<file path="config.mk">
export PLATFORM = sky130hd
export DESIGN_NAME = cvh_dp
export DESIGN_NICKNAME = d
export VERILOG_FILES = /design/src/rtl/cvh_pkg.sv /design/src/rtl/cvh_cross.sv /design/src/rtl/cvh_dp.sv
export SDC_FILE = /design/constraint.sdc
export NUM_CORES = 2
export LEC_CHECK = 0
export BUFFER_PORTS_ARGS = -buffer_cell sky130_fd_sc_hd__buf_4
export CAP_MARGIN = 20
export CORE_UTILIZATION = 50
export DETAILED_ROUTE_END_ITERATION = 10
export PLACE_DENSITY = 0.66
export SETUP_SLACK_MARGIN = 0.05
export SLEW_MARGIN = 20
export SYNTH_ARGS = -nofsm -noshare
export SYNTH_HDL_FRONTEND = slang
export SYNTH_SLANG_ARGS = --single-unit
</file>
<file path="constraint.sdc">
create_clock -name clk -period 9 [get_ports clk]
set_clock_uncertainty 0.1 [all_clocks]
set_input_delay 1.8 -clock clk [delete_from_list [all_inputs] [get_ports clk]]
set_output_delay 1.8 -clock clk [all_outputs]
set_load 0.05 [all_outputs]
</file>
<file path="src/rtl/cvh_pkg.sv">
package cvh_pkg;

  // Smallest hull size and the stack guard depth
  localparam int HULL_MIN  = 3;
  localparam int STK_GUARD = 2;

  typedef enum logic [4:0] {
    S_LOAD, S_SWAP0, S_SWAP1,
    S_SORT_I, S_SORT_T, S_SORT_J, S_SORT_U, S_SORT_G, S_SORT_W,
    S_DED_START, S_DED_A, S_DED_N, S_DED_B, S_DED_G, S_DED_W,
    S_CHECK, S_SC_INIT1, S_SC_INIT2, S_SC_INIT3,
    S_SC_I, S_SC_C, S_SC_T, S_SC_W, S_SC_P1, S_SC_P2,
    S_EM_RD, S_EM_S, S_EM_L, S_EM_EMPTY, S_EM_O
  } state_t;

  // Write data source for the point store
  typedef enum logic [1:0] {WD_P0, WD_PIV, WD_T, WD_U} wd_sel_t;

  // Operand set for the orientation unit
  typedef enum logic [1:0] {CMP_SORT, CMP_DEDUP, CMP_SCAN} cmp_sel_t;

  typedef struct packed {
    logic     ld_pt;
    logic     wk_rd_en;
    logic     wk_wr_en;
    wd_sel_t  wd_sel;
    logic     stk_wr_en;
    logic     ld_t_rd;
    logic     ld_t_u;
    logic     ld_u_rd;
    logic     ld_s2_rd;
    logic     ld_s1_rd;
    logic     ld_s1_s2;
    logic     push;
    logic     cmp_go;
    cmp_sel_t cmp_sel;
    logic     ld_out;
    logic     out_empty;
    logic     out_last;
    logic     clr_cnt;
  } cvh_cmd_t;

  typedef struct packed {
    logic cmp_done;
    logic cmp_after;
    logic cmp_zero;
    logic cmp_neg;
  } cvh_stat_t;

endpackage

</file>
<file path="src/rtl/cvh_cross.sv">
module cvh_cross #(
  parameter int CB = 16
) (
  input  logic                 clk,
  input  logic                 rst_n,
  input  logic                 go,
  input  logic                 is_after,
  input  logic signed [CB-1:0] px,
  input  logic signed [CB-1:0] py,
  input  logic signed [CB-1:0] qx,
  input  logic signed [CB-1:0] qy,
  input  logic signed [CB-1:0] rx,
  input  logic signed [CB-1:0] ry,
  output logic                 done,
  output logic                 after,
  output logic                 zero,
  output logic                 neg
);

  localparam int DW = CB + 1;
  localparam int PW = 2 * DW;
  localparam int SW = PW + 1;
  localparam int MW = DW + 1;

  logic signed [DW-1:0] qpx, qpy, rpx, rpy, rqx, rqy;
  logic signed [DW-1:0] a0, b0, c0, d0;
  logic signed [DW-1:0] a1_r, b1_r, c1_r, d1_r;
  logic signed [PW-1:0] p1_r, p2_r;
  logic [DW-1:0]        ma, mb, mc, md;
  logic [MW-1:0]        da_r, db_r;
  logic signed [SW-1:0] sdiff;
  logic                 v1_r, v2_r, v3_r;
  logic                 after_r, zero_r, neg_r;

  // Coordinate differences and operand choice
  assign qpx = DW'(qx) - DW'(px);
  assign qpy = DW'(qy) - DW'(py);
  assign rpx = DW'(rx) - DW'(px);
  assign rpy = DW'(ry) - DW'(py);
  assign rqx = DW'(rx) - DW'(qx);
  assign rqy = DW'(ry) - DW'(qy);
  assign a0  = is_after ? qpx : qpy;
  assign b0  = is_after ? rpy : rqx;
  assign c0  = is_after ? qpy : qpx;
  assign d0  = is_after ? rpx : rqy;

  // Stage 1: operands
  always_ff @(posedge clk) begin
    if (go) begin
      a1_r <= a0;
      b1_r <= b0;
      c1_r <= c0;
      d1_r <= d0;
    end
  end

  // Stage 2: products and L1 distances
  assign ma = a1_r[DW-1] ? DW'(-a1_r) : DW'(a1_r);
  assign mb = b1_r[DW-1] ? DW'(-b1_r) : DW'(b1_r);
  assign mc = c1_r[DW-1] ? DW'(-c1_r) : DW'(c1_r);
  assign md = d1_r[DW-1] ? DW'(-d1_r) : DW'(d1_r);

  always_ff @(posedge clk) begin
    p1_r <= PW'(a1_r) * PW'(b1_r);
    p2_r <= PW'(c1_r) * PW'(d1_r);
    da_r <= MW'(ma) + MW'(mc);
    db_r <= MW'(md) + MW'(mb);
  end

  // Stage 3: sign of the difference
  assign sdiff = SW'(p1_r) - SW'(p2_r);

  always_ff @(posedge clk) begin
    zero_r <= (sdiff == '0);
    neg_r  <= sdiff[SW-1];
    if (da_r != '0 && db_r != '0 && sdiff != '0) begin
      after_r <= sdiff[SW-1];
    end else begin
      after_r <= (da_r > db_r);
    end
  end

  // Result strobe
  always_ff @(posedge clk) begin
    if (!rst_n) begin
      v1_r <= 1'b0;
      v2_r <= 1'b0;
      v3_r <= 1'b0;
    end else begin
      v1_r <= go;
      v2_r <= v1_r;
      v3_r <= v2_r;
    end
  end

  assign done  = v3_r;
  assign after = after_r;
  assign zero  = zero_r;
  assign neg   = neg_r;

endmodule

</file>
<file path="src/rtl/cvh_dp.sv">
module cvh_dp #(
  parameter int MAX_POINTS = 64,
  parameter int CB         = 16
) (
  input  logic                                   clk,
  input  logic                                   rst_n,
  input  cvh_pkg::cvh_cmd_t                      cmd,
  input  logic signed [CB-1:0]                   in_x,
  input  logic signed [CB-1:0]                   in_y,
  input  logic [$clog2(MAX_POINTS)-1:0]          wk_rd_addr,
  input  logic [$clog2(MAX_POINTS)-1:0]          wk_wr_addr,
  input  logic [$clog2(MAX_POINTS)-1:0]          stk_rd_addr,
  input  logic [$clog2(MAX_POINTS)-1:0]          stk_wr_addr,
  input  logic [$clog2(MAX_POINTS)-1:0]          stk_wr_data,
  output cvh_pkg::cvh_stat_t                     stat,
  output logic [$clog2(MAX_POINTS+1)-1:0]        cnt,
  output logic [$clog2(MAX_POINTS)-1:0]          piv_idx,
  output logic [$clog2(MAX_POINTS)-1:0]          stk_q,
  output logic signed [CB-1:0]                   out_x,
  output logic signed [CB-1:0]                   out_y,
  output logic                                   out_last,
  output logic                                   out_empty
);

  localparam int AW = $clog2(MAX_POINTS);
  localparam int CW = $clog2(MAX_POINTS + 1);

  logic [2*CB-1:0] wk_mem [MAX_POINTS];
  logic [AW-1:0]   stk_mem [MAX_POINTS];
  logic [2*CB-1:0] wk_q_r;
  logic [AW-1:0]   stk_q_r;
  logic [CW-1:0]   cnt_r;
  logic [AW-1:0]   piv_r;
  logic signed [CB-1:0] p0x_r, p0y_r, pvx_r, pvy_r;
  logic signed [CB-1:0] tx_r, ty_r, ux_r, uy_r;
  logic signed [CB-1:0] s1x_r, s1y_r, s2x_r, s2y_r;
  logic signed [CB-1:0] qx_s, qy_s;
  logic signed [CB-1:0] ox_r, oy_r;
  logic            olast_r, oempty_r;
  logic            store_ok;
  logic            wr_en;
  logic [AW-1:0]   wr_addr;
  logic [2*CB-1:0] wr_data;
  logic signed [CB-1:0] cpx, cpy, cqx, cqy, crx, cry;
  logic            c_after;

  assign store_ok = cmd.ld_pt && (cnt_r < CW'(MAX_POINTS));
  assign qx_s     = wk_q_r[2*CB-1:CB];
  assign qy_s     = wk_q_r[CB-1:0];

  // Store write port: loading beats or pivot swap, sort and compact writes
  always_comb begin
    wr_en   = cmd.wk_wr_en;
    wr_addr = wk_wr_addr;
    case (cmd.wd_sel)
      cvh_pkg::WD_P0:  wr_data = {p0x_r, p0y_r};
      cvh_pkg::WD_PIV: wr_data = {pvx_r, pvy_r};
      cvh_pkg::WD_T:   wr_data = {tx_r, ty_r};
      cvh_pkg::WD_U:   wr_data = {ux_r, uy_r};
      default:         wr_data = {tx_r, ty_r};
    endcase
    if (store_ok) begin
      wr_en   = 1'b1;
      wr_addr = cnt_r[AW-1:0];
      wr_data = {in_x, in_y};
    end
  end

  always_ff @(posedge clk) begin
    if (wr_en) begin
      wk_mem[wr_addr] <= wr_data;
    end
    if (cmd.wk_rd_en) begin
      wk_q_r <= wk_mem[wk_rd_addr];
    end
  end

  // Hull stack of indices
  always_ff @(posedge clk) begin
    if (cmd.stk_wr_en) begin
      stk_mem[stk_wr_addr] <= stk_wr_data;
    end
    stk_q_r <= stk_mem[stk_rd_addr];
  end

  // Point count
  always_ff @(posedge clk) begin
    if (!rst_n) begin
      cnt_r <= '0;
    end else if (cmd.clr_cnt) begin
      cnt_r <= '0;
    end else if (store_ok) begin
      cnt_r <= cnt_r + CW'(1);
    end
  end

  // Pivot tracking while loading: lowest y, then lowest x, first wins
  always_ff @(posedge clk) begin
    if (store_ok) begin
      if (cnt_r == '0) begin
        p0x_r <= in_x;
        p0y_r <= in_y;
        pvx_r <= in_x;
        pvy_r <= in_y;
        piv_r <= '0;
      end else if (in_y < pvy_r || (in_y == pvy_r && in_x < pvx_r)) begin
        pvx_r <= in_x;
        pvy_r <= in_y;
        piv_r <= cnt_r[AW-1:0];
      end
    end
  end

  // Working point registers
  always_ff @(posedge clk) begin
    if (cmd.ld_t_rd) begin
      tx_r <= qx_s;
      ty_r <= qy_s;
    end else if (cmd.ld_t_u) begin
      tx_r <= ux_r;
      ty_r <= uy_r;
    end
    if (cmd.ld_u_rd) begin
      ux_r <= qx_s;
      uy_r <= qy_s;
    end
    if (cmd.ld_s1_rd) begin
      s1x_r <= qx_s;
      s1y_r <= qy_s;
    end else if (cmd.push) begin
      s1x_r <= ux_r;
      s1y_r <= uy_r;
    end else if (cmd.ld_s1_s2) begin
      s1x_r <= s2x_r;
      s1y_r <= s2y_r;
    end
    if (cmd.ld_s2_rd) begin
      s2x_r <= qx_s;
      s2y_r <= qy_s;
    end else if (cmd.push) begin
      s2x_r <= s1x_r;
      s2y_r <= s1y_r;
    end
  end

  // Orientation operands
  always_comb begin
    case (cmd.cmp_sel)
      cvh_pkg::CMP_SORT: begin
        cpx = pvx_r; cpy = pvy_r;
        cqx = ux_r;  cqy = uy_r;
        crx = tx_r;  cry = ty_r;
      end
      cvh_pkg::CMP_DEDUP: begin
        cpx = pvx_r; cpy = pvy_r;
        cqx = tx_r;  cqy = ty_r;
        crx = ux_r;  cry = uy_r;
      end
      cvh_pkg::CMP_SCAN: begin
        cpx = s2x_r; cpy = s2y_r;
        cqx = s1x_r; cqy = s1y_r;
        crx = ux_r;  cry = uy_r;
      end
      default: begin
        cpx = pvx_r; cpy = pvy_r;
        cqx = tx_r;  cqy = ty_r;
        crx = ux_r;  cry = uy_r;
      end
    endcase
  end

  assign c_after = (cmd.cmp_sel == cvh_pkg::CMP_SORT);

  cvh_cross #(
    .CB (CB)
  ) u_cross (
    .clk      (clk),
    .rst_n    (rst_n),
    .go       (cmd.cmp_go),
    .is_after (c_after),
    .px       (cpx),
    .py       (cpy),
    .qx       (cqx),
    .qy       (cqy),
    .rx       (crx),
    .ry       (cry),
    .done     (stat.cmp_done),
    .after    (stat.cmp_after),
    .zero     (stat.cmp_zero),
    .neg      (stat.cmp_neg)
  );

  // Output register
  always_ff @(posedge clk) begin
    if (cmd.ld_out) begin
      ox_r     <= cmd.out_empty ? '0 : qx_s;
      oy_r     <= cmd.out_empty ? '0 : qy_s;
      olast_r  <= cmd.out_last;
      oempty_r <= cmd.out_empty;
    end
  end

  assign cnt       = cnt_r;
  assign piv_idx   = piv_r;
  assign stk_q     = stk_q_r;
  assign out_x     = ox_r;
  assign out_y     = oy_r;
  assign out_last  = olast_r;
  assign out_empty = oempty_r;

endmodule

</file>
Word level (Yosys, flattened, before mapping)
Memories as Yosys holds them, arrays and structs flattened. A register that Yosys moved wholly into a read port is not among the register bits.
Cells that the tools add are included.
{ "op_classes": {"muxes": 42, "n_lt_le_gt_ge": 4, "multipliers": 2, "bitwise": 1, "n_reduce_logical": 19, "add_sub_neg": 14, "n_eq_ne": 5} }
{ "ops": {"columns": ["op", "n"], "rows": [
  ["16-bit 2-to-1 mux", 22],
  ["17-bit 2-to-1 mux", 8],
  ["32-bit one-hot mux with 4 select lines", 1],
  ["16-bit by 16-bit subtractor with 17-bit output", 6],
  ["17-bit by 17-bit multiplier with 34-bit output", 2],
  ["17-bit negation", 4],
  ["16-bit one-hot mux with 2 select lines", 2],
  ["17-bit by 17-bit adder with 18-bit output", 2],
  ["18-bit nonzero test", 2],
  ["35-bit zero test", 1],
  ["35-bit nonzero test", 1],
  ["34-bit by 34-bit subtractor with 35-bit output", 1],
  ["16-bit less-than comparator", 2],
  ["32-bit 2-to-1 mux", 1],
  ["18-bit greater-than comparator", 1],
  ["16-bit equality test", 1],
  ["6-bit 2-to-1 mux", 2],
  ["7-bit by 1-bit adder with 7-bit output (second input constant)", 1],
  ["7-bit zero test", 1],
  ["7-bit less-than comparator (second input constant)", 1],
  ["2-bit equality test (second input constant)", 3],
  ["1-bit 2-to-1 mux", 6],
  ["2-bit nonzero test", 3],
  ["1-bit logical AND", 4],
  ["other kinds (7)", 9]
]} }
{ "word_totals": {"ff_bits": 417, "input_bits": 84, "out_inout_bits": 57, "ram_bits": 2432, "word_cells": 121, "mem_count": 2} }
{ "mem_list": {"columns": ["name", "depth", "width", "rd", "rd_ports_with_merged_regs", "wr", "line_no", "rtl"], "rows": [
  ["wk_mem", 64, 32, 1, 1, 1, "cvh_dp.sv:28", "logic [2*CB-1:0] wk_mem [MAX_POINTS];"],
  ["stk_mem", 64, 6, 1, 1, 1, "cvh_dp.sv:29", "logic [AW-1:0] stk_mem [MAX_POINTS];"]
]} }

Logic depth before layout (Yosys ltp)
{ "logic_depth": {"ltp_word": 5, "ltp_mapped": 27, "depth_no_buf": 25} }

Hierarchy
Synthesis repeated with hierarchy kept, for this count alone.
{ "unflattened": {"hier_cells": 9065, "hier_area_um2": 143178.6} }
{ "by_module_without_submodules": {"columns": ["mod", "seq_area_each_um2", "cells_per_inst", "area_each_um2", "instances"], "rows": [
  ["cvh_dp", 81217.9, 4862, 106378.3, 1],
  ["cvh_cross", 4244.1, 4203, 36800.3, 1]
]} }

Worst setup path before layout
No wires, ideal clock.
{ "synth_path": {"path_type": "input-to-reg", "start": "in in_x[1]", "end": "reg piv_r[0] (netlist: piv_idx[0]) (enable)", "required_ns": 8.409, "n_path_buf": 0, "setup_ns": 0.491, "setup_slack_ns": 2.279, "cell_stages": 11, "arrival_time_ns": 6.131, "path_cell_list": "ha_1 > a21o_1 > a21o_1 > a21oi_1 > nor2b_1 > o21ai_0 > nand2b_1 > a211oi_1 > o21ai_0 > and4_1 > o31ai_1"} }
{ "synth_via": {"elab_chain_cells": 5} }
{ "synth_rtl": {"columns": ["item", "line_no", "rtl"], "rows": [
  ["start, declared", "cvh_dp.sv:8", "input logic signed [CB-1:0] in_x,"],
  ["16-bit less-than comparator", "cvh_dp.sv:106", "end else if (in_y < pvy_r || (in_y == pvy_r && in_x < pvx_r)) begin"],
  ["1-bit logical AND", "cvh_dp.sv:106", null],
  ["1-bit logical OR", "cvh_dp.sv:106", null],
  ["2-bit nonzero test (no source line)", null, null],
  ["2-bit AND reduction (no source line)", null, null],
  ["end signal, assigned", "cvh_dp.sv:109", "piv_r <= cnt_r[AW-1:0];"],
  ["end, declared", "cvh_dp.sv:33", "logic [AW-1:0] piv_r;"]
]} }
No other way between the ends.
A chain may end at the register's enable or synchronous reset.

Worst setup path after layout
{ "layout_path": {"start": "reg u_cross.c1_r[7]", "end": "reg u_cross.p2_r[32]"} }
{ "layout_via": {"elab_chain_cells": 1} }
{ "layout_rtl": {"columns": ["item", "line_no", "rtl"], "rows": [
  ["start, declared", "cvh_cross.sv:27", "logic signed [DW-1:0] a1_r, b1_r, c1_r, d1_r;"],
  ["start signal, assigned", "cvh_cross.sv:52", "c1_r <= c0;"],
  ["17-bit by 17-bit multiplier with 34-bit output", "cvh_cross.sv:65", "p2_r <= PW'(c1_r) * PW'(d1_r);"],
  ["end signal, assigned", "cvh_cross.sv:65", null],
  ["end, declared", "cvh_cross.sv:28", "logic signed [PW-1:0] p1_r, p2_r;"]
]} }
No other way between the ends.

==> qor.csv <==
stage,metric,value,unit
run_status,run_status,"complete, no violations",
flow_run,maxCapViolCount,0,
sta,setup_viol,0,
logic_synthesis,ys_types,81,
clocking,cts_tree,done,
clocking,cts_setup_buffers,0,
clocking,clock-sinks,2887,
worst_setup_path,cp_max_fo,21,
logic_synthesis,synth_top_area_share,58.5,%
cells_and_area,fillers,21800,
logic_synthesis,synth.most_common_cell,edfxtp_1,
cells_and_area,layout-drive-gt1-share,18.7,%
clocking,htree_levels,5,
route,wl,368000,um
floorplan,die_w,535,um
placed_design,place_area,148000,um2
route,via_count,77400,
global_routing,grt_use_total,25.9,%
sta,finalMaxSlewViolations,0,
clocking,clk_pin_slew,0.06,ns
global_routing,grt.overflow.total,0,
logic_synthesis,ys_async_sr_fraction,0,%
clocking,clkLatencyLatePin,0.91,ns
floorplan,ios,141,
worst_setup_path,arrival,8.01,ns
logic_synthesis,synthCells,8758,
worst_setup_path,path_cells,and2_1 -> fa_1 -> inv_1 -> fa_1 -> fa_1 -> fa_1 -> inv_1 -> fa_1 -> inv_1 -> fa_1 -> inv_1 -> ha_1 -> a21o_1 -> a21oi_1 -> nand4b_1 -> o21ai_0 -> a21boi_1 -> o41a_1 -> a41o_1 -> o21ai_0 -> nand2b_1 -> a21oi_1 -> xnor2_1,
route,viasPerCell,6.00,
placed_design,dpl.hpwl,235000,um
global_routing,antenna_found_initial,32,
logic_synthesis,yosysWarnings,0,
logic_synthesis,synth-seq-cells,2887,
global_routing,grt_pass1_wl,542000,um
route,ant_nets,0,
logic_synthesis,synthFlopType,edfxtp_1,
clocking,cts_root_buf,clkbuf_16,
global_routing,grt_max_degree,141,
floorplan,die_area,286000,um2
cells_and_area,area_growth,11.0,%
logic_synthesis,synth-edff-count,2764,
cells_and_area,fin_nets,9989,
sta,timing.slew.headroom,24.6,%
logic_synthesis,syn_avg_cell_area,16.2,um2
route,firstDrtPassIters,6,
cells_and_area,design_area,157000,um2
floorplan,die_h,535,um
sta,rsz0062_at_grt,no,
clocking,cts-resized-gates,0,
floorplan,core_area,282000,um2
placed_design,globalplace.congestion,0.912,
route,drc,0,
route,drt_iter0_drc,8010,
sta,fmax,136,MHz
logic_synthesis,yosysTopAreaCell,edfxtp_1,
sta,setup_tns,0,ns
worst_setup_path,crit_type,flop to flop,
sta,min_period,7.34,ns
logic_synthesis,syn-cell-area,142000,um2
floorplan,rows,195,
logic_synthesis,synth_common_cells,"edfxtp_1, mux4_2, inv_1, nand2_1, fa_1",
worst_setup_path,critPathMaxStageDelay,0.75,ns
hold_path,worstHoldPathType,flop to flop,
global_routing,first_global_vias,80100,
logic_synthesis,synth_nets,9832,
logic_synthesis,ys_seq_area_share,60.3,%
placed_design,portBuffers,140,
route,wl_per_cell,28.5,um
sta,hold_slack,0.335,ns
worst_setup_path,slowest_stage,edfxtp_1,
clocking,clockBufferDepth,4,
clocking,cts_hold_buf,0,
worst_setup_path,crit_required,9.67,ns
worst_setup_path,critPathMostFrequentCell,fa_1,
clocking,cts_buffers,303,
worst_setup_path,cp-end-kind,flop,
worst_setup_path,start_kind,flop,
logic_synthesis,synth_area_leaders,"edfxtp_1, mux4_2, fa_1",
sta,tightest_slew,1.13,ns
floorplan,start_util,50.3,%
sta,hold_viol,0,
sta,period_share,81.5,%
[worst paths after layout]
kind         depth (start not counted)            start  slack, ns               end
max reg2reg                         23  u_cross.c1_r[7]       1.66  u_cross.p2_r[32]
min                                  1     u_cross.v2_r       0.34      u_cross.done
min reg2reg                          1     u_cross.v2_r       0.34      u_cross.done
max                                 23  u_cross.c1_r[7]       1.66  u_cross.p2_r[32]
[critical path, delay by kind of cell (launching register included)]
family	cells	cell delay, ns
compound gates	8	2.17
fa+ha+maj	7	3.32
buf+inv	4	0.19
flops	1	0.75
simple gates	3	0.60
xor+xnor	1	0.14
[kinds of logic after synthesis]
logic type	count (synthesis)	share of synthesized area, %
xor gates and xnor gates	233	1.44
AOI/OAI and AO/OA	726	3.18
adders and majority gates	990	11.9
and+or+nand+nor	1720	5.66
buffers and inverters	1212	3.24
muxes	990	14.3
DFF	2887	60.3
[cells in the final DEF, fill, tap and decap left out, types with 25 or more instances in the layout]
cell type	instances
edfxtp_1	2764
mux4_2	821
inv_1	796
nand2_1	695
fa_1	601
ha_1	389
clkbuf_16	309
nor2_1	302
and2_1	292
buf_4	253
o21ai_0	221
a21oi_1	200
xnor2_1	184
dfxtp_1	123
mux2i_1	90
mux2_2	79
nor2b_1	67
nor2_4	66
clkinv_1	66
a21o_1	57
nand2b_1	51
nand3_1	51
clkinv_2	51
xor2_1	49
clkbuf_1	49
o21a_1	38
nor3_1	35
o31ai_1	33
o21bai_1	25
[area by class of cell]
type	count	area, um2	share of cell area, %
tap	3743	4680	2.98
clock buffer	364	8000	5.08
antenna	16	40.0	0.0254
inverter	796	2990	1.90
timing repair buffer	268	2170	1.38
clock inverter	175	1590	1.01
multi-input combinational	4659	52400	33.3
sequential	2887	85500	54.3
[metal layers]
layer | vias up | share of wire [%] | track usage, %
met2 | 2932 | 51 | 44.4
met1 | 40900 | 39 | 33.9
met5 | - | 0.0019 | 0
met4 | 2 | 3.8 | 9.71
met3 | 668 | 6.4 | 3.37
li1 | 32900 | - | -
[metrics by stage]
step	setup WS (ns)	std cells	util, %
3_3_place_gp	1.56	12400	52.4
3_5_place_dp	1.45	12400	52.4
4_1_cts	1.70	12900	55.7
5_1_grt	1.32	12900	55.8
2_1_floorplan	2.28	8758	-
6_report	1.66	12900	55.8
[sequential cells by signal, indices dropped and copies added, names as in the netlist, 17 cells and up]
| register | cells |
|---|---|
| stk_mem | 384 |
| u_cross.a1_r | 17 |
| u_cross.b1_r | 17 |
| u_cross.c1_r | 17 |
| u_cross.d1_r | 17 |
| u_cross.da_r | 18 |
| u_cross.db_r | 18 |
| u_cross.p1_r | 34 |
| u_cross.p2_r | 34 |
| wk_mem | 2048 |
| wk_q_r | 32 |
Power is left out: the tool's default activity adds up to more than one toggle a clock period on the data nets, which glitch-free logic cannot reach.
