===== src/rtl/cvh_pkg.sv =====
package cvh_pkg;

  // Smallest hull size and the stack guard depth
  localparam int HULL_MIN  = 3;
  localparam int STK_GUARD = 2;

  typedef enum logic [4:0] {
    S_LOAD, S_SWAP0, S_SWAP1,
    S_SORT_I, S_SORT_T, S_SORT_J, S_SORT_U, S_SORT_G, S_SORT_W,
    S_DED_START, S_DED_A, S_DED_N, S_DED_B, S_DED_G, S_DED_W,
    S_CHECK, S_SC_INIT1, S_SC_INIT2, S_SC_INIT3,
    S_SC_I, S_SC_C, S_SC_T, S_SC_W, S_SC_P1, S_SC_P2,
    S_EM_RD, S_EM_S, S_EM_L, S_EM_EMPTY, S_EM_O
  } state_t;

  // Write data source for the point store
  typedef enum logic [1:0] {WD_P0, WD_PIV, WD_T, WD_U} wd_sel_t;

  // Operand set for the orientation unit
  typedef enum logic [1:0] {CMP_SORT, CMP_DEDUP, CMP_SCAN} cmp_sel_t;

  typedef struct packed {
    logic     ld_pt;
    logic     wk_rd_en;
    logic     wk_wr_en;
    wd_sel_t  wd_sel;
    logic     stk_wr_en;
    logic     ld_t_rd;
    logic     ld_t_u;
    logic     ld_u_rd;
    logic     ld_s2_rd;
    logic     ld_s1_rd;
    logic     ld_s1_s2;
    logic     push;
    logic     cmp_go;
    cmp_sel_t cmp_sel;
    logic     ld_out;
    logic     out_empty;
    logic     out_last;
    logic     clr_cnt;
  } cvh_cmd_t;

  typedef struct packed {
    logic cmp_done;
    logic cmp_after;
    logic cmp_zero;
    logic cmp_neg;
  } cvh_stat_t;

endpackage


===== src/rtl/cvh_ctrl.sv =====
module cvh_ctrl #(
  parameter int MAX_POINTS = 64
) (
  input  logic                               clk,
  input  logic                               rst_n,
  input  logic                               in_valid,
  input  logic                               in_final,
  output logic                               in_ready,
  output logic                               out_valid,
  input  logic                               out_ready,
  input  cvh_pkg::cvh_stat_t                 stat,
  input  logic [$clog2(MAX_POINTS+1)-1:0]    cnt,
  input  logic [$clog2(MAX_POINTS)-1:0]      piv_idx,
  input  logic [$clog2(MAX_POINTS)-1:0]      stk_q,
  output cvh_pkg::cvh_cmd_t                  cmd,
  output logic [$clog2(MAX_POINTS)-1:0]      wk_rd_addr,
  output logic [$clog2(MAX_POINTS)-1:0]      wk_wr_addr,
  output logic [$clog2(MAX_POINTS)-1:0]      stk_rd_addr,
  output logic [$clog2(MAX_POINTS)-1:0]      stk_wr_addr,
  output logic [$clog2(MAX_POINTS)-1:0]      stk_wr_data
);

  localparam int AW = $clog2(MAX_POINTS);
  localparam int CW = $clog2(MAX_POINTS + 1);

  cvh_pkg::state_t state_r, state_nxt;
  logic [CW-1:0] i_r, i_nxt, j_r, j_nxt, m_r, m_nxt, d_r, d_nxt;
  logic [CW-1:0] i_p1, j_m1, d_m1, d_m3;

  assign i_p1 = i_r + CW'(1);
  assign j_m1 = j_r - CW'(1);
  assign d_m1 = d_r - CW'(1);
  assign d_m3 = d_r - CW'(3);

  always_ff @(posedge clk) begin
    if (!rst_n) begin
      state_r <= cvh_pkg::S_LOAD;
      i_r     <= '0;
      j_r     <= '0;
      m_r     <= '0;
      d_r     <= '0;
    end else begin
      state_r <= state_nxt;
      i_r     <= i_nxt;
      j_r     <= j_nxt;
      m_r     <= m_nxt;
      d_r     <= d_nxt;
    end
  end

  // Next state and loop counters
  always_comb begin
    state_nxt = state_r;
    i_nxt     = i_r;
    j_nxt     = j_r;
    m_nxt     = m_r;
    d_nxt     = d_r;
    unique case (state_r)
      cvh_pkg::S_LOAD: begin
        if (in_valid && in_final) begin
          d_nxt     = '0;
          state_nxt = cvh_pkg::S_SWAP0;
        end
      end
      cvh_pkg::S_SWAP0: state_nxt = cvh_pkg::S_SWAP1;
      cvh_pkg::S_SWAP1: begin
        i_nxt     = CW'(2);
        state_nxt = cvh_pkg::S_SORT_I;
      end
      cvh_pkg::S_SORT_I: begin
        state_nxt = (i_r < cnt) ? cvh_pkg::S_SORT_T : cvh_pkg::S_DED_START;
      end
      cvh_pkg::S_SORT_T: begin
        j_nxt     = i_r;
        state_nxt = cvh_pkg::S_SORT_J;
      end
      cvh_pkg::S_SORT_J: begin
        if (j_r <= CW'(1)) begin
          i_nxt     = i_p1;
          state_nxt = cvh_pkg::S_SORT_I;
        end else begin
          state_nxt = cvh_pkg::S_SORT_U;
        end
      end
      cvh_pkg::S_SORT_U: state_nxt = cvh_pkg::S_SORT_G;
      cvh_pkg::S_SORT_G: state_nxt = cvh_pkg::S_SORT_W;
      cvh_pkg::S_SORT_W: begin
        if (stat.cmp_done) begin
          if (stat.cmp_after) begin
            j_nxt     = j_m1;
            state_nxt = cvh_pkg::S_SORT_J;
          end else begin
            i_nxt     = i_p1;
            state_nxt = cvh_pkg::S_SORT_I;
          end
        end
      end
      cvh_pkg::S_DED_START: begin
        m_nxt     = CW'(1);
        i_nxt     = CW'(1);
        state_nxt = (cnt >= CW'(2)) ? cvh_pkg::S_DED_A : cvh_pkg::S_CHECK;
      end
      cvh_pkg::S_DED_A: state_nxt = cvh_pkg::S_DED_N;
      cvh_pkg::S_DED_N: begin
        if (i_p1 >= cnt) begin
          m_nxt     = m_r + CW'(1);
          state_nxt = cvh_pkg::S_CHECK;
        end else begin
          state_nxt = cvh_pkg::S_DED_B;
        end
      end
      cvh_pkg::S_DED_B: state_nxt = cvh_pkg::S_DED_G;
      cvh_pkg::S_DED_G: state_nxt = cvh_pkg::S_DED_W;
      cvh_pkg::S_DED_W: begin
        if (stat.cmp_done) begin
          if (!stat.cmp_zero) begin
            m_nxt = m_r + CW'(1);
          end
          i_nxt     = i_p1;
          state_nxt = cvh_pkg::S_DED_N;
        end
      end
      cvh_pkg::S_CHECK: begin
        state_nxt = (m_r >= CW'(cvh_pkg::HULL_MIN)) ? cvh_pkg::S_SC_INIT1
                                                    : cvh_pkg::S_EM_EMPTY;
      end
      cvh_pkg::S_SC_INIT1: state_nxt = cvh_pkg::S_SC_INIT2;
      cvh_pkg::S_SC_INIT2: state_nxt = cvh_pkg::S_SC_INIT3;
      cvh_pkg::S_SC_INIT3: begin
        d_nxt     = CW'(cvh_pkg::HULL_MIN);
        i_nxt     = CW'(cvh_pkg::HULL_MIN);
        state_nxt = cvh_pkg::S_SC_I;
      end
      cvh_pkg::S_SC_I: begin
        state_nxt = (i_r < m_r) ? cvh_pkg::S_SC_C : cvh_pkg::S_EM_RD;
      end
      cvh_pkg::S_SC_C: state_nxt = cvh_pkg::S_SC_T;
      cvh_pkg::S_SC_T: begin
        if (d_r > CW'(cvh_pkg::STK_GUARD)) begin
          state_nxt = cvh_pkg::S_SC_W;
        end else begin
          d_nxt     = d_r + CW'(1);
          i_nxt     = i_p1;
          state_nxt = cvh_pkg::S_SC_I;
        end
      end
      cvh_pkg::S_SC_W: begin
        if (stat.cmp_done) begin
          if (stat.cmp_neg) begin
            d_nxt     = d_r + CW'(1);
            i_nxt     = i_p1;
            state_nxt = cvh_pkg::S_SC_I;
          end else begin
            d_nxt     = d_m1;
            state_nxt = cvh_pkg::S_SC_P1;
          end
        end
      end
      cvh_pkg::S_SC_P1: state_nxt = cvh_pkg::S_SC_P2;
      cvh_pkg::S_SC_P2: state_nxt = cvh_pkg::S_SC_T;
      cvh_pkg::S_EM_RD: begin
        d_nxt     = d_m1;
        state_nxt = cvh_pkg::S_EM_S;
      end
      cvh_pkg::S_EM_S:     state_nxt = cvh_pkg::S_EM_L;
      cvh_pkg::S_EM_L:     state_nxt = cvh_pkg::S_EM_O;
      cvh_pkg::S_EM_EMPTY: state_nxt = cvh_pkg::S_EM_O;
      cvh_pkg::S_EM_O: begin
        if (out_ready) begin
          state_nxt = (d_r == '0) ? cvh_pkg::S_LOAD : cvh_pkg::S_EM_RD;
        end
      end
      default: state_nxt = cvh_pkg::S_LOAD;
    endcase
  end

  // Datapath commands
  always_comb begin
    cmd         = '0;
    cmd.wd_sel  = cvh_pkg::WD_T;
    cmd.cmp_sel = cvh_pkg::CMP_SORT;
    in_ready    = 1'b0;
    out_valid   = 1'b0;
    wk_rd_addr  = '0;
    wk_wr_addr  = '0;
    stk_rd_addr = '0;
    stk_wr_addr = '0;
    stk_wr_data = '0;
    unique case (state_r)
      cvh_pkg::S_LOAD: begin
        in_ready   = 1'b1;
        cmd.ld_pt  = in_valid;
      end
      cvh_pkg::S_SWAP0: begin
        cmd.wk_wr_en = 1'b1;
        cmd.wd_sel   = cvh_pkg::WD_P0;
        wk_wr_addr   = piv_idx;
      end
      cvh_pkg::S_SWAP1: begin
        cmd.wk_wr_en = 1'b1;
        cmd.wd_sel   = cvh_pkg::WD_PIV;
      end
      cvh_pkg::S_SORT_I: begin
        cmd.wk_rd_en = 1'b1;
        wk_rd_addr   = i_r[AW-1:0];
      end
      cvh_pkg::S_SORT_T: cmd.ld_t_rd = 1'b1;
      cvh_pkg::S_SORT_J: begin
        if (j_r <= CW'(1)) begin
          cmd.wk_wr_en = 1'b1;
          wk_wr_addr   = j_r[AW-1:0];
        end else begin
          cmd.wk_rd_en = 1'b1;
          wk_rd_addr   = j_m1[AW-1:0];
        end
      end
      cvh_pkg::S_SORT_U: cmd.ld_u_rd = 1'b1;
      cvh_pkg::S_SORT_G: cmd.cmp_go = 1'b1;
      cvh_pkg::S_SORT_W: begin
        if (stat.cmp_done) begin
          cmd.wk_wr_en = 1'b1;
          cmd.wd_sel   = stat.cmp_after ? cvh_pkg::WD_U : cvh_pkg::WD_T;
          wk_wr_addr   = j_r[AW-1:0];
        end
      end
      cvh_pkg::S_DED_START: begin
        cmd.wk_rd_en = 1'b1;
        wk_rd_addr   = AW'(1);
      end
      cvh_pkg::S_DED_A: cmd.ld_t_rd = 1'b1;
      cvh_pkg::S_DED_N: begin
        if (i_p1 >= cnt) begin
          cmd.wk_wr_en = 1'b1;
          wk_wr_addr   = m_r[AW-1:0];
        end else begin
          cmd.wk_rd_en = 1'b1;
          wk_rd_addr   = i_p1[AW-1:0];
        end
      end
      cvh_pkg::S_DED_B: cmd.ld_u_rd = 1'b1;
      cvh_pkg::S_DED_G: begin
        cmd.cmp_go  = 1'b1;
        cmd.cmp_sel = cvh_pkg::CMP_DEDUP;
      end
      cvh_pkg::S_DED_W: begin
        cmd.cmp_sel = cvh_pkg::CMP_DEDUP;
        if (stat.cmp_done) begin
          cmd.ld_t_u   = 1'b1;
          cmd.wk_wr_en = !stat.cmp_zero;
          wk_wr_addr   = m_r[AW-1:0];
        end
      end
      cvh_pkg::S_CHECK: begin
        cmd.stk_wr_en = (m_r >= CW'(cvh_pkg::HULL_MIN));
      end
      cvh_pkg::S_SC_INIT1: begin
        cmd.stk_wr_en = 1'b1;
        stk_wr_addr   = AW'(1);
        stk_wr_data   = AW'(1);
        cmd.wk_rd_en  = 1'b1;
        wk_rd_addr    = AW'(1);
      end
      cvh_pkg::S_SC_INIT2: begin
        cmd.stk_wr_en = 1'b1;
        stk_wr_addr   = AW'(2);
        stk_wr_data   = AW'(2);
        cmd.ld_s2_rd  = 1'b1;
        cmd.wk_rd_en  = 1'b1;
        wk_rd_addr    = AW'(2);
      end
      cvh_pkg::S_SC_INIT3: cmd.ld_s1_rd = 1'b1;
      cvh_pkg::S_SC_I: begin
        cmd.wk_rd_en = 1'b1;
        wk_rd_addr   = i_r[AW-1:0];
      end
      cvh_pkg::S_SC_C: cmd.ld_u_rd = 1'b1;
      cvh_pkg::S_SC_T: begin
        cmd.cmp_sel = cvh_pkg::CMP_SCAN;
        if (d_r > CW'(cvh_pkg::STK_GUARD)) begin
          cmd.cmp_go = 1'b1;
        end else begin
          cmd.push      = 1'b1;
          cmd.stk_wr_en = 1'b1;
          stk_wr_addr   = d_r[AW-1:0];
          stk_wr_data   = i_r[AW-1:0];
        end
      end
      cvh_pkg::S_SC_W: begin
        cmd.cmp_sel = cvh_pkg::CMP_SCAN;
        if (stat.cmp_done) begin
          if (stat.cmp_neg) begin
            cmd.push      = 1'b1;
            cmd.stk_wr_en = 1'b1;
            stk_wr_addr   = d_r[AW-1:0];
            stk_wr_data   = i_r[AW-1:0];
          end else begin
            cmd.ld_s1_s2 = 1'b1;
            stk_rd_addr  = d_m3[AW-1:0];
          end
        end
      end
      cvh_pkg::S_SC_P1: begin
        cmd.wk_rd_en = 1'b1;
        wk_rd_addr   = stk_q;
      end
      cvh_pkg::S_SC_P2: cmd.ld_s2_rd = 1'b1;
      cvh_pkg::S_EM_RD: stk_rd_addr = d_m1[AW-1:0];
      cvh_pkg::S_EM_S: begin
        cmd.wk_rd_en = 1'b1;
        wk_rd_addr   = stk_q;
      end
      cvh_pkg::S_EM_L: begin
        cmd.ld_out   = 1'b1;
        cmd.out_last = (d_r == '0);
      end
      cvh_pkg::S_EM_EMPTY: begin
        cmd.ld_out    = 1'b1;
        cmd.out_last  = 1'b1;
        cmd.out_empty = 1'b1;
      end
      cvh_pkg::S_EM_O: begin
        out_valid   = 1'b1;
        cmd.clr_cnt = out_ready && (d_r == '0);
      end
      default: ;
    endcase
  end

endmodule

===== config.mk =====
export PLATFORM = sky130hd
export DESIGN_NAME = cvh_ctrl
export DESIGN_NICKNAME = d
export VERILOG_FILES = /design/src/rtl/cvh_pkg.sv /design/src/rtl/cvh_ctrl.sv
export SDC_FILE = /design/constraint.sdc
export NUM_CORES = 1
export LEC_CHECK = 0
export ABC_CLOCK_PERIOD_IN_PS = 2700
export BUFFER_PORTS_ARGS = -buffer_cell sky130_fd_sc_hd__buf_2
export CAP_MARGIN = 10
export CORE_UTILIZATION = 25
export DETAILED_ROUTE_END_ITERATION = 16
export SKIP_LAST_GASP = 1
export SLEW_MARGIN = 15
export SYNTH_ARGS = -nofsm -noshare
export SYNTH_HDL_FRONTEND = slang
export SYNTH_SLANG_ARGS = --single-unit
export TNS_END_PERCENT = 10

===== constraint.sdc =====
create_clock -name clk -period 2.7 [get_ports clk]
set_input_delay 0.135 -clock clk [delete_from_list [all_inputs] [get_ports clk]]
set_output_delay 0.135 -clock clk [all_outputs]
set_load 0.02 [all_outputs]

# Word-level counts from Yosys, hierarchy flattened
# Cells that the tools add are included.
# W data, S select, Z words.
# op_classes
magnitude_cmp	7
add_sub_neg	6
mux	89
eq_ne	41
n_reduce_logical	28
# ops
cell	n
$pmux W5 S28	1
$mux W7	16
$mux W6	14
$eq A5 B5 Y1 const B	14
$pmux W7 S8	1
$pmux W6 S4	2
$eq A5 B4 Y1 const B	8
$pmux W6 S6	1
$pmux W7 S5	1
$mux W5	6
$pmux W6 S5	1
$mux W1	24
$ne A2 B2 Y1 const B	12
$reduce_or A2 Y1	12
$add A7 B1 Y7 const B	3
$pmux W7 S3	1
$eq A5 B3 Y1 const B	4
$mux W3	6
$ge A7 B2 Y1 const B	2
$lt A7 B7 Y1	2
$pmux W7 S2	1
$sub A7 B1 Y7 const B	2
$mux W4	3
$pmux W6 S2	1
other kinds (27)	33
# word_totals
register_bits	33
out_inout_bits	52
wordCells	176

# Depth between registers and ports, before layout
# Gate-level depths: netlist of the first run.
# depth
depth_word	4
mapped_depth	13
depth_no_buf	12

# Worst setup path before layout of the first run
# No wires, ideal clock.
# synth_path
path_kind	register -> output
start	register i_r[1]
end	output port wk_rd_addr[3]
setup_slack_ps	-303
t_arrival_ps	2868
path_stages_with_launch	12
path_cell_list	dfxtp_1 > ha_1 > nand2_1 > nor2_1 > xnor2_1 > inv_1 > ha_1 > and2_0 > a221o_1 > a311o_1 > clkbuf_1 > o21ai_0
# synth_between
elab_chain_cells	4
# synth_lines
item	line	text
from (decl)	cvh_ctrl.sv:27	logic [CW-1:0] i_r, i_nxt, j_r, j_nxt, m_r, m_nxt, d_r, d_nxt;
from (signal assigned)	cvh_ctrl.sv:44	i_r <= i_nxt;
$add A7 B1 Y7 *	cvh_ctrl.sv:30	assign i_p1 = i_r + CW'(1);
$ge A7 B7 Y1	cvh_ctrl.sv:232	if (i_p1 >= cnt) begin
$mux W6 *	cvh_ctrl.sv:232	
$pmux W6 S6 *	cvh_ctrl.sv:189	unique case (state_r)
to (decl)	cvh_ctrl.sv:16	output logic [$clog2(MAX_POINTS)-1:0] wk_rd_addr,
# Every way passes the cells marked *; elsewhere a longest branch is shown, timed or not.

==> metrics.md, run 1 <==
| Metric | Value |
|---|---|
| Crit path max fanout | `4` |
| Post-DP HPWL | `about 11,000 um` |
| Number of flip-flops and latches in the synthesized netlist | `33` |
| Sequential cell area fraction in the yosys report | `16.80%` |
| Post-route setup TNS | `-3.536 ns` |
| Result of the run | `complete, but fails checks` |
| Top-Level Pins | `80` |
| Utilization after layout | `35.07%` |
| Placed cell areas | `around 4800 um2` |
| Synthesized area | `about 4000 um2` |
| Power density over the cells | `between 200 and 300 nW/um2` |
| Area share of and/or/nand/nor cells after synthesis | `29.66%` |
| Required time of the critical path | `2.57 ns` |
| Detailed Route WL | `15,050 um` |
| Transition time at the pin with the least slew margin | `0.6685 ns` |
| CTS tree | `done` |
| # rows | `45` |
| Synth Area in XOR/XNOR | `about 3.3%` |
| Synth top area cells | `sky130_fd_sc_hd__dfxtp_1 (17%), sky130_fd_sc_hd__ha_1 (8.9%), sky130_fd_sc_hd__nor2_1 (6.3%), sky130_fd_sc_hd__nand2_1 (5.5%), sky130_fd_sc_hd__a21oi_1 (5.3%)` |
| Tcrit/Tclk final | `112.7%` |
| Clock tree sinks | `33` |
| Distinct cell type count of the synthesized netlist | `76` |
| Clock slew at the register clock pins of the worst setup and hold paths | `0.06 ns` |
| Syn Inst Count | `567` |
| Ratio of cells with drive above 1 in the final layout | `29.56%` |
| NumNets Final | `~740` |
| Warning count from the yosys run | `0` |
| Endpoint type of the worst setup path | `primary output` |
| Multiplexer fraction of the synthesized cell area | `1.591%` |
| Main combinational cell family by area after synthesis | `compound AO/OA/AOI/OAI gates` |
| Violated checks | `setup timing` |
| Static leakage | `2.349 nW` |
| Number of antenna repair diodes | `0` |
| Final routed DRC violation total | `0` |
| Final hold viol count | `0` |
| Worst-skew pair later-pin latency | `between 0.2 and 0.3 ns` |
| Fraction of the mapped netlist area in compound gates | `31.25%` |
| Effective utilization at floorplan | `25.76%` |
| First-pass iteration count of the detailed router | `5` |
| Overall die height | `127.4 um` |
| Element type at the critical path start | `register` |
| CTS Hold Buffers Added | `0` |
| Post-Synthesis Net Count | `~620` |
| Clk Tree Root Cell | `sky130_fd_sc_hd__clkbuf_16` |
| Antenna violations before repair | `0` |
| Area taken by flip-flops and latches | `674.4 um2` |
| Number of global-route vias before repair | `4,314` |
| All-Layer GR Usage | `between 10% and 20%` |
| CTS Buf Count | `5` |
| Avg Cell Area, Syn | `about 6.9 um2` |
| Max rail drop VDD | `0.1906 mV` |
| Post-route design area | `5351 um2` |
| Number of max-cap violations | `0` |
| FMAX | `0.3287 GHz` |
| Proportion of netlist area held by the largest area contributor | `~17%` |
| Flip-flop cell with the highest count after synthesis | `sky130_fd_sc_hd__dfxtp_1` |
| Layout overhead on the synthesized area | `36.12%` |
| Filler Cell Count | `about 1,600` |
| Most repeated cell in the gate-level netlist after synthesis | `sky130_fd_sc_hd__nor2_1` |
| Number of port buffers | `79` |
| Routed length per instance | `around 17 um` |
| Vias | `about 4,700` |
| Finish-stage setup viols | `28` |
| Top cell types by occurrence after synthesis | `sky130_fd_sc_hd__nor2_1 (66), sky130_fd_sc_hd__nand2_1 (58), sky130_fd_sc_hd__a21oi_1 (42), sky130_fd_sc_hd__inv_1 (37), sky130_fd_sc_hd__dfxtp_1 (33)` |
| Wire length of the first global-routing pass | `~23,000 um` |
| Number of levels the H-tree was split into | `2` |
| Type of the most critical hold path | `in2reg` |
| Max-slew headroom | `55.27%` |
| Post-route worst setup slack | `-0.3419 ns` |
| Top cell type by total area after synthesis | `sky130_fd_sc_hd__dfxtp_1` |
| Area of combinational cells with multiple inputs | `about 3200 um2` |
| Maximum clock skew at final layout | `0.006030 ns` |
| Data arrival at the endpoint of the critical path | `2.91 ns` |
| Post-route ant nets | `0` |
| Maximum number of pins on one net before global-route repair | `50` |
| Core Footprint | `roughly 15,000 um2` |
| Fraction of registers with async set/reset | `0%` |
| Worst hold slack | `roughly 0.24 ns` |
| Final number of max-transition violations | `0` |
| Routability-driven placement congestion ratio | `approximately 0.90` |
| Worst setup path category | `reg2out` |
| 1st-iter DRT viols | `between 400 and 500` |
| Setup repair after global routing missed its margin | `true` |
| Die Footprint | `16,230 um2` |
| Maximum buffer depth of the clock tree | `2` |
| Adder-cell share of the synthesized area | `under 10%` |
| Post-layout min period | `between 3 and 4 ns` |
| Die W | `127.4 um` |
| Number of flops mapped to enable cells by yosys | `0` |
| Remaining global-route overflow | `0` |
| Post-DR vias/cell | `about 5.3` |
worst max-delay path, cell delays in order (launching register included):
cell and delay, ns:
sky130_fd_sc_hd__dfxtp_4 0.36, sky130_fd_sc_hd__buf_6 0.12, sky130_fd_sc_hd__nand2_2 0.05, sky130_fd_sc_hd__nor2_2 0.04, sky130_fd_sc_hd__xnor2_1 0.23, sky130_fd_sc_hd__inv_1 0.08
sky130_fd_sc_hd__ha_1 0.29, sky130_fd_sc_hd__and2_4 0.14, sky130_fd_sc_hd__a221o_1 0.34, sky130_fd_sc_hd__a31oi_4 0.22, sky130_fd_sc_hd__buf_4 0.15, sky130_fd_sc_hd__o22ai_2 0.07
sky130_fd_sc_hd__or3b_4 0.39, sky130_fd_sc_hd__buf_6 0.14
cells by family (layout without fill, tap and decap cells):
group	Yosys count	after routing
and+or+nand+nor	233	233
AOI/OAI and AO/OA	174	174
buffers and inverters	76	189
DFF	33	33
adders and majority gates	30	30
xor gates and xnor gates	15	15
muxes	6	6
routing by layer:
layer / wire (um) / track usage, %
met2: 6847 / 29.22
met4: 488 / 7.493
met5: 0 / 0
met1: 6698 / 24.06
met3: 1019 / 2.722
layout make-up:
| cell class | instances | share of cell area (%) |
|---|---|---|
| Tap cell | 211 | 4.933 |
| Clock buffer | 5 | 2.338 |
| Multi-Input combinational cell | 458 | 58.97 |
| Clock inverter | 3 | 0.8651 |
| Sequential cell | 33 | 12.60 |
| Timing Repair Buffer | 144 | 17.70 |
| Inverter | 37 | 2.595 |
path summary, 6_finish.rpt:
check | startpoint | cells after the start | slack (ns) | end
hold / removal | rst_n | 2 | 0.24 | state_r[0]
setup reg to reg | i_r[0] | 12 | -0.17 | m_r[4]
hold reg to reg | j_r[6] | 2 | 0.49 | j_r[6]
setup / recovery | i_r[0] | 13 | -0.34 | cmd[17]
sequential cells by signal (all words and copies together), names as in the netlist:
register	flops
state_r	5
j_r	7
d_r	7
m_r	7
i_r	7
timing repair:
action / 4_1_cts / 5_1_grt
endpoints found under the setup margin: 27 / 37
pin swaps: 18 / 17
buffers inserted: 10 / 6
resized for setup: 26 / 22
cell usage in the layout, fill, tap and decap left out, types with 4 or more instances in the layout:
cell type	count
sky130_fd_sc_hd__a222oi_1	7
sky130_fd_sc_hd__xnor2_1	6
sky130_fd_sc_hd__o21ai_0	27
sky130_fd_sc_hd__a21o_1	9
sky130_fd_sc_hd__nand4_1	4
sky130_fd_sc_hd__nor2b_1	10
sky130_fd_sc_hd__nor2_1	64
sky130_fd_sc_hd__or3_1	5
sky130_fd_sc_hd__a32oi_1	7
sky130_fd_sc_hd__o22ai_1	6
sky130_fd_sc_hd__buf_6	9
sky130_fd_sc_hd__o211a_1	4
sky130_fd_sc_hd__o21ai_2	4
sky130_fd_sc_hd__o31ai_1	4
sky130_fd_sc_hd__a21oi_1	42
sky130_fd_sc_hd__clkbuf_16	5
sky130_fd_sc_hd__dfxtp_1	28
sky130_fd_sc_hd__ha_1	25
sky130_fd_sc_hd__xor2_1	6
sky130_fd_sc_hd__o31a_1	4
sky130_fd_sc_hd__mux2i_1	4
sky130_fd_sc_hd__a22oi_1	5
sky130_fd_sc_hd__nor3_1	17
sky130_fd_sc_hd__buf_2	72
sky130_fd_sc_hd__buf_4	62
sky130_fd_sc_hd__nand2b_1	12
sky130_fd_sc_hd__o21a_1	6
sky130_fd_sc_hd__a221o_1	4
sky130_fd_sc_hd__nand3_1	15
sky130_fd_sc_hd__nand2_1	56
sky130_fd_sc_hd__and2_1	12
sky130_fd_sc_hd__a211oi_1	6
sky130_fd_sc_hd__inv_1	35
sky130_fd_sc_hd__nor4_1	8
power breakdown:
group	internal, mW	leakage [nW]	switching (mW)
Sequential	0.488	0.269	0.00667
Clock	0.437	0.0800	0.246
Combinational	0.0915	2.00	0.142
per-stage QoR:
| step | std cells | setup WS, ns | total power [mW] |
|---|---|---|---|
| 5_1_grt | 891 | -0.4675 | 1.456 |
| 6_report | 891 | -0.3419 | 1.411 |
| 3_5_place_dp | 867 | -0.08398 | 0.7197 |
| 3_3_place_gp | 867 | -0.04278 | 0.7187 |
| 2_1_floorplan | 567 | -0.04752 | 0.6312 |
| 4_1_cts | 885 | -0.2484 | 1.413 |
(Power assumes the default switching activity.)
==> run 2, diff against run 1 <==
Settings changed: PLACE_DENSITY set to 0.46.
==> metrics.md, run 2 (synthesized netlist as in run 1, its figures left out) <==
| Metric | Value |
|---|---|
| Result of the run | `complete, but fails checks` |
| Violated checks | `setup timing` |
| Post-DR vias/cell | `around 5.2` |
| Wire length of the first global-routing pass | `24,160 um` |
| Post-route ant nets | `0` |
| Routability-driven placement congestion ratio | `~0.90` |
| Post-route worst setup slack | `-0.3520 ns` |
| Tcrit/Tclk final | `113.0%` |
| 1st-iter DRT viols | `419` |
| NumNets Final | `748` |
| Maximum clock skew at final layout | `between 0.004 and 0.005 ns` |
| Utilization after layout | `35.56%` |
| Final hold viol count | `0` |
| Standard cell with the maximum stage delay on the critical path | `sky130_fd_sc_hd__or3b_4` |
| Post-route design area | `5425 um2` |
| Detailed Route WL | `15,730 um` |
| Required time of the critical path | `2.57 ns` |
| Die W | `127.4 um` |
| Area taken by flip-flops and latches | `between 600 and 700 um2` |
| Post-DP HPWL | `12,090 um` |
| Element type at the critical path start | `register` |
| Type of the most critical hold path | `in2reg` |
| Post-layout min period | `3.052 ns` |
| Number of global-route vias before repair | `roughly 4,500` |
| Area of combinational cells with multiple inputs | `3174 um2` |
| Number of max-cap violations | `0` |
| Overall die height | `approximately 130 um` |
| Top-Level Pins | `80` |
| Power density over the cells | `244.6 nW/um2` |
| FMAX | `about 0.33 GHz` |
| Placed cell areas | `approximately 5000 um2` |
| Final number of max-transition violations | `0` |
| Worst setup path category | `reg2out` |
| Number of levels the H-tree was split into | `2` |
| Worst-skew pair later-pin latency | `0.28 ns` |
| Ratio of cells with drive above 1 in the final layout | `between 30% and 40%` |
| All-Layer GR Usage | `around a fifth` |
| Antenna violations before repair | `0` |
| Pre-CTS setup slack | `-0.1539 ns` |
| Core Footprint | `15,260 um2` |
| Most congested layer reported by global routing | `met2` |
| Max-slew headroom | `between 30% and 40%` |
| Most frequent cells in the layout | `sky130_fd_sc_hd__buf_2 (75), sky130_fd_sc_hd__buf_4 (74), sky130_fd_sc_hd__nor2_1 (64)` |
| Maximum single-stage delay on the critical path | `0.39 ns` |
| # rows | `45` |
| Final routed DRC violation total | `0` |
| First-pass iteration count of the detailed router | `7` |
| Die Footprint | `16,230 um2` |
| Endpoint type of the worst setup path | `primary output` |
| Routed length per instance | `about 17 um` |
| CTS Hold Buffers Added | `0` |
| Maximum buffer depth of the clock tree | `2` |
| Crit path max fanout | `4` |
| Remaining global-route overflow | `0` |
| Clock tree sinks | `33` |
| Filler Cell Count | `~1,700` |
| Leading cell type in the layout, fill and taps excluded | `sky130_fd_sc_hd__buf_2` |
| Number of antenna repair diodes | `0` |
| Setup repair after global routing missed its margin | `true` |
| Max rail drop VDD | `0.1748 mV` |
| Vias | `~4,700` |
| Transition time at the pin with the least slew margin | `about 0.94 ns` |
| CTS Buf Count | `5` |
| Finish-stage setup viols | `14` |
| Met1 layer usage reported by global route | `between 20 and 30%` |
| Number of port buffers | `just under 80` |
| Met3 Resource Use GR | `2.429%` |
| Data arrival at the endpoint of the critical path | `2.92 ns` |
| CP cell instances | `buf_6 > nand2_4 > nor2_4 > xnor2_2 > inv_1 > ha_1 > and2_4 > a221o_1 > a31oi_4 > buf_4 > o22ai_2 > or3b_4 > buf_4` |
| Post-route non-filler standard cell count | `903` |
| Clock slew at the register clock pins of the worst setup and hold paths | `0.06 ns` |
| M2 GR Usage | `30.50%` |
| Layout overhead on the synthesized area | `38.00%` |
| Effective utilization at floorplan | `25.76%` |
| Static leakage | `2.405 nW` |
| Maximum number of pins on one net before global-route repair | `23` |
| CTS tree | `done` |
| Clk Tree Root Cell | `sky130_fd_sc_hd__clkbuf_16` |
| Placed cell count | `881` |
| Most numerous cell on the critical path | `sky130_fd_sc_hd__buf_4` |
## run 2: cell count changes in the layout (fill, tap and decap cells not counted), sizes merged
cell    previous run  this run
clkinv             1         0
clkbuf             5         6
bufinv             1         0
buf              144       157
## run 2: layout make-up
class	instances	area share (%)
Clock buffer	6	2.560
Clock inverter	1	0.1384
Inverter	37	2.560
Multi-Input combinational cell	458	58.51
Sequential cell	33	12.38
Tap cell	211	4.866
Timing Repair Buffer	157	18.98
## run 2: path summary, 6_finish.rpt
| kind | from | endpoint | slack (ns) | cells after the start |
|---|---|---|---|---|
| worst max-delay path | i_r[1] | cmd[17] | -0.35 | 13 |
| worst min-delay path | out_ready | state_r[0] | 0.24 | 3 |
| worst max register to register | i_r[1] | m_r[0] | -0.02 | 14 |
| worst min register to register | j_r[6] | j_r[6] | 0.48 | 2 |
## run 2: report_power, final
group,total (mW),internal [mW],switching [mW]
registers,0.497,0.489,0.00791
clock network,0.586,0.362,0.224
logic,0.244,0.0982,0.146
total,1.33,0.949,0.378
## run 2: critical path: cells and delay by family, from the launching register on
| kind | cells | cell delay [ns] |
|---|---|---|
| xor+xnor | 1 | 0.14 |
| buf+inv | 4 | 0.52 |
| fa+ha+maj | 1 | 0.29 |
| compound gates | 3 | 0.64 |
| flops | 1 | 0.35 |
| simple gates | 4 | 0.69 |
## run 2: through the flow
| stage | hold slack (ns) | setup TNS, ns | total power, mW |
|---|---|---|---|
| after detailed placement | 0.4687 | -1.635 | 0.7316 |
| after global placement | 0.4670 | -1.217 | 0.7305 |
| after global routing | 0.2602 | -6.640 | 1.376 |
| after CTS | 0.2289 | -3.538 | 1.338 |
| after floorplan | 0.3440 | -0.1510 | 0.6312 |
| final | 0.2396 | -2.962 | 1.327 |
## run 2: metal layers
| metal | vias to the layer above | part of all wire, % |
|---|---|---|
| met5 | - | 0 |
| met4 | 0 | 1.9 |
| met3 | 22 | 5.3 |
| met2 | 168 | 46 |
| met1 | 2239 | 47 |
| li1 | 2310 | - |
## run 2: repair_timing
action / 4_1_cts / 5_1_grt
pin swaps: 10 / 15
hold endpoints to repair: 0 / 0
endpoints found under the setup margin: 20 / 36
resized for setup: 20 / 29
buffers inserted: 8 / 7
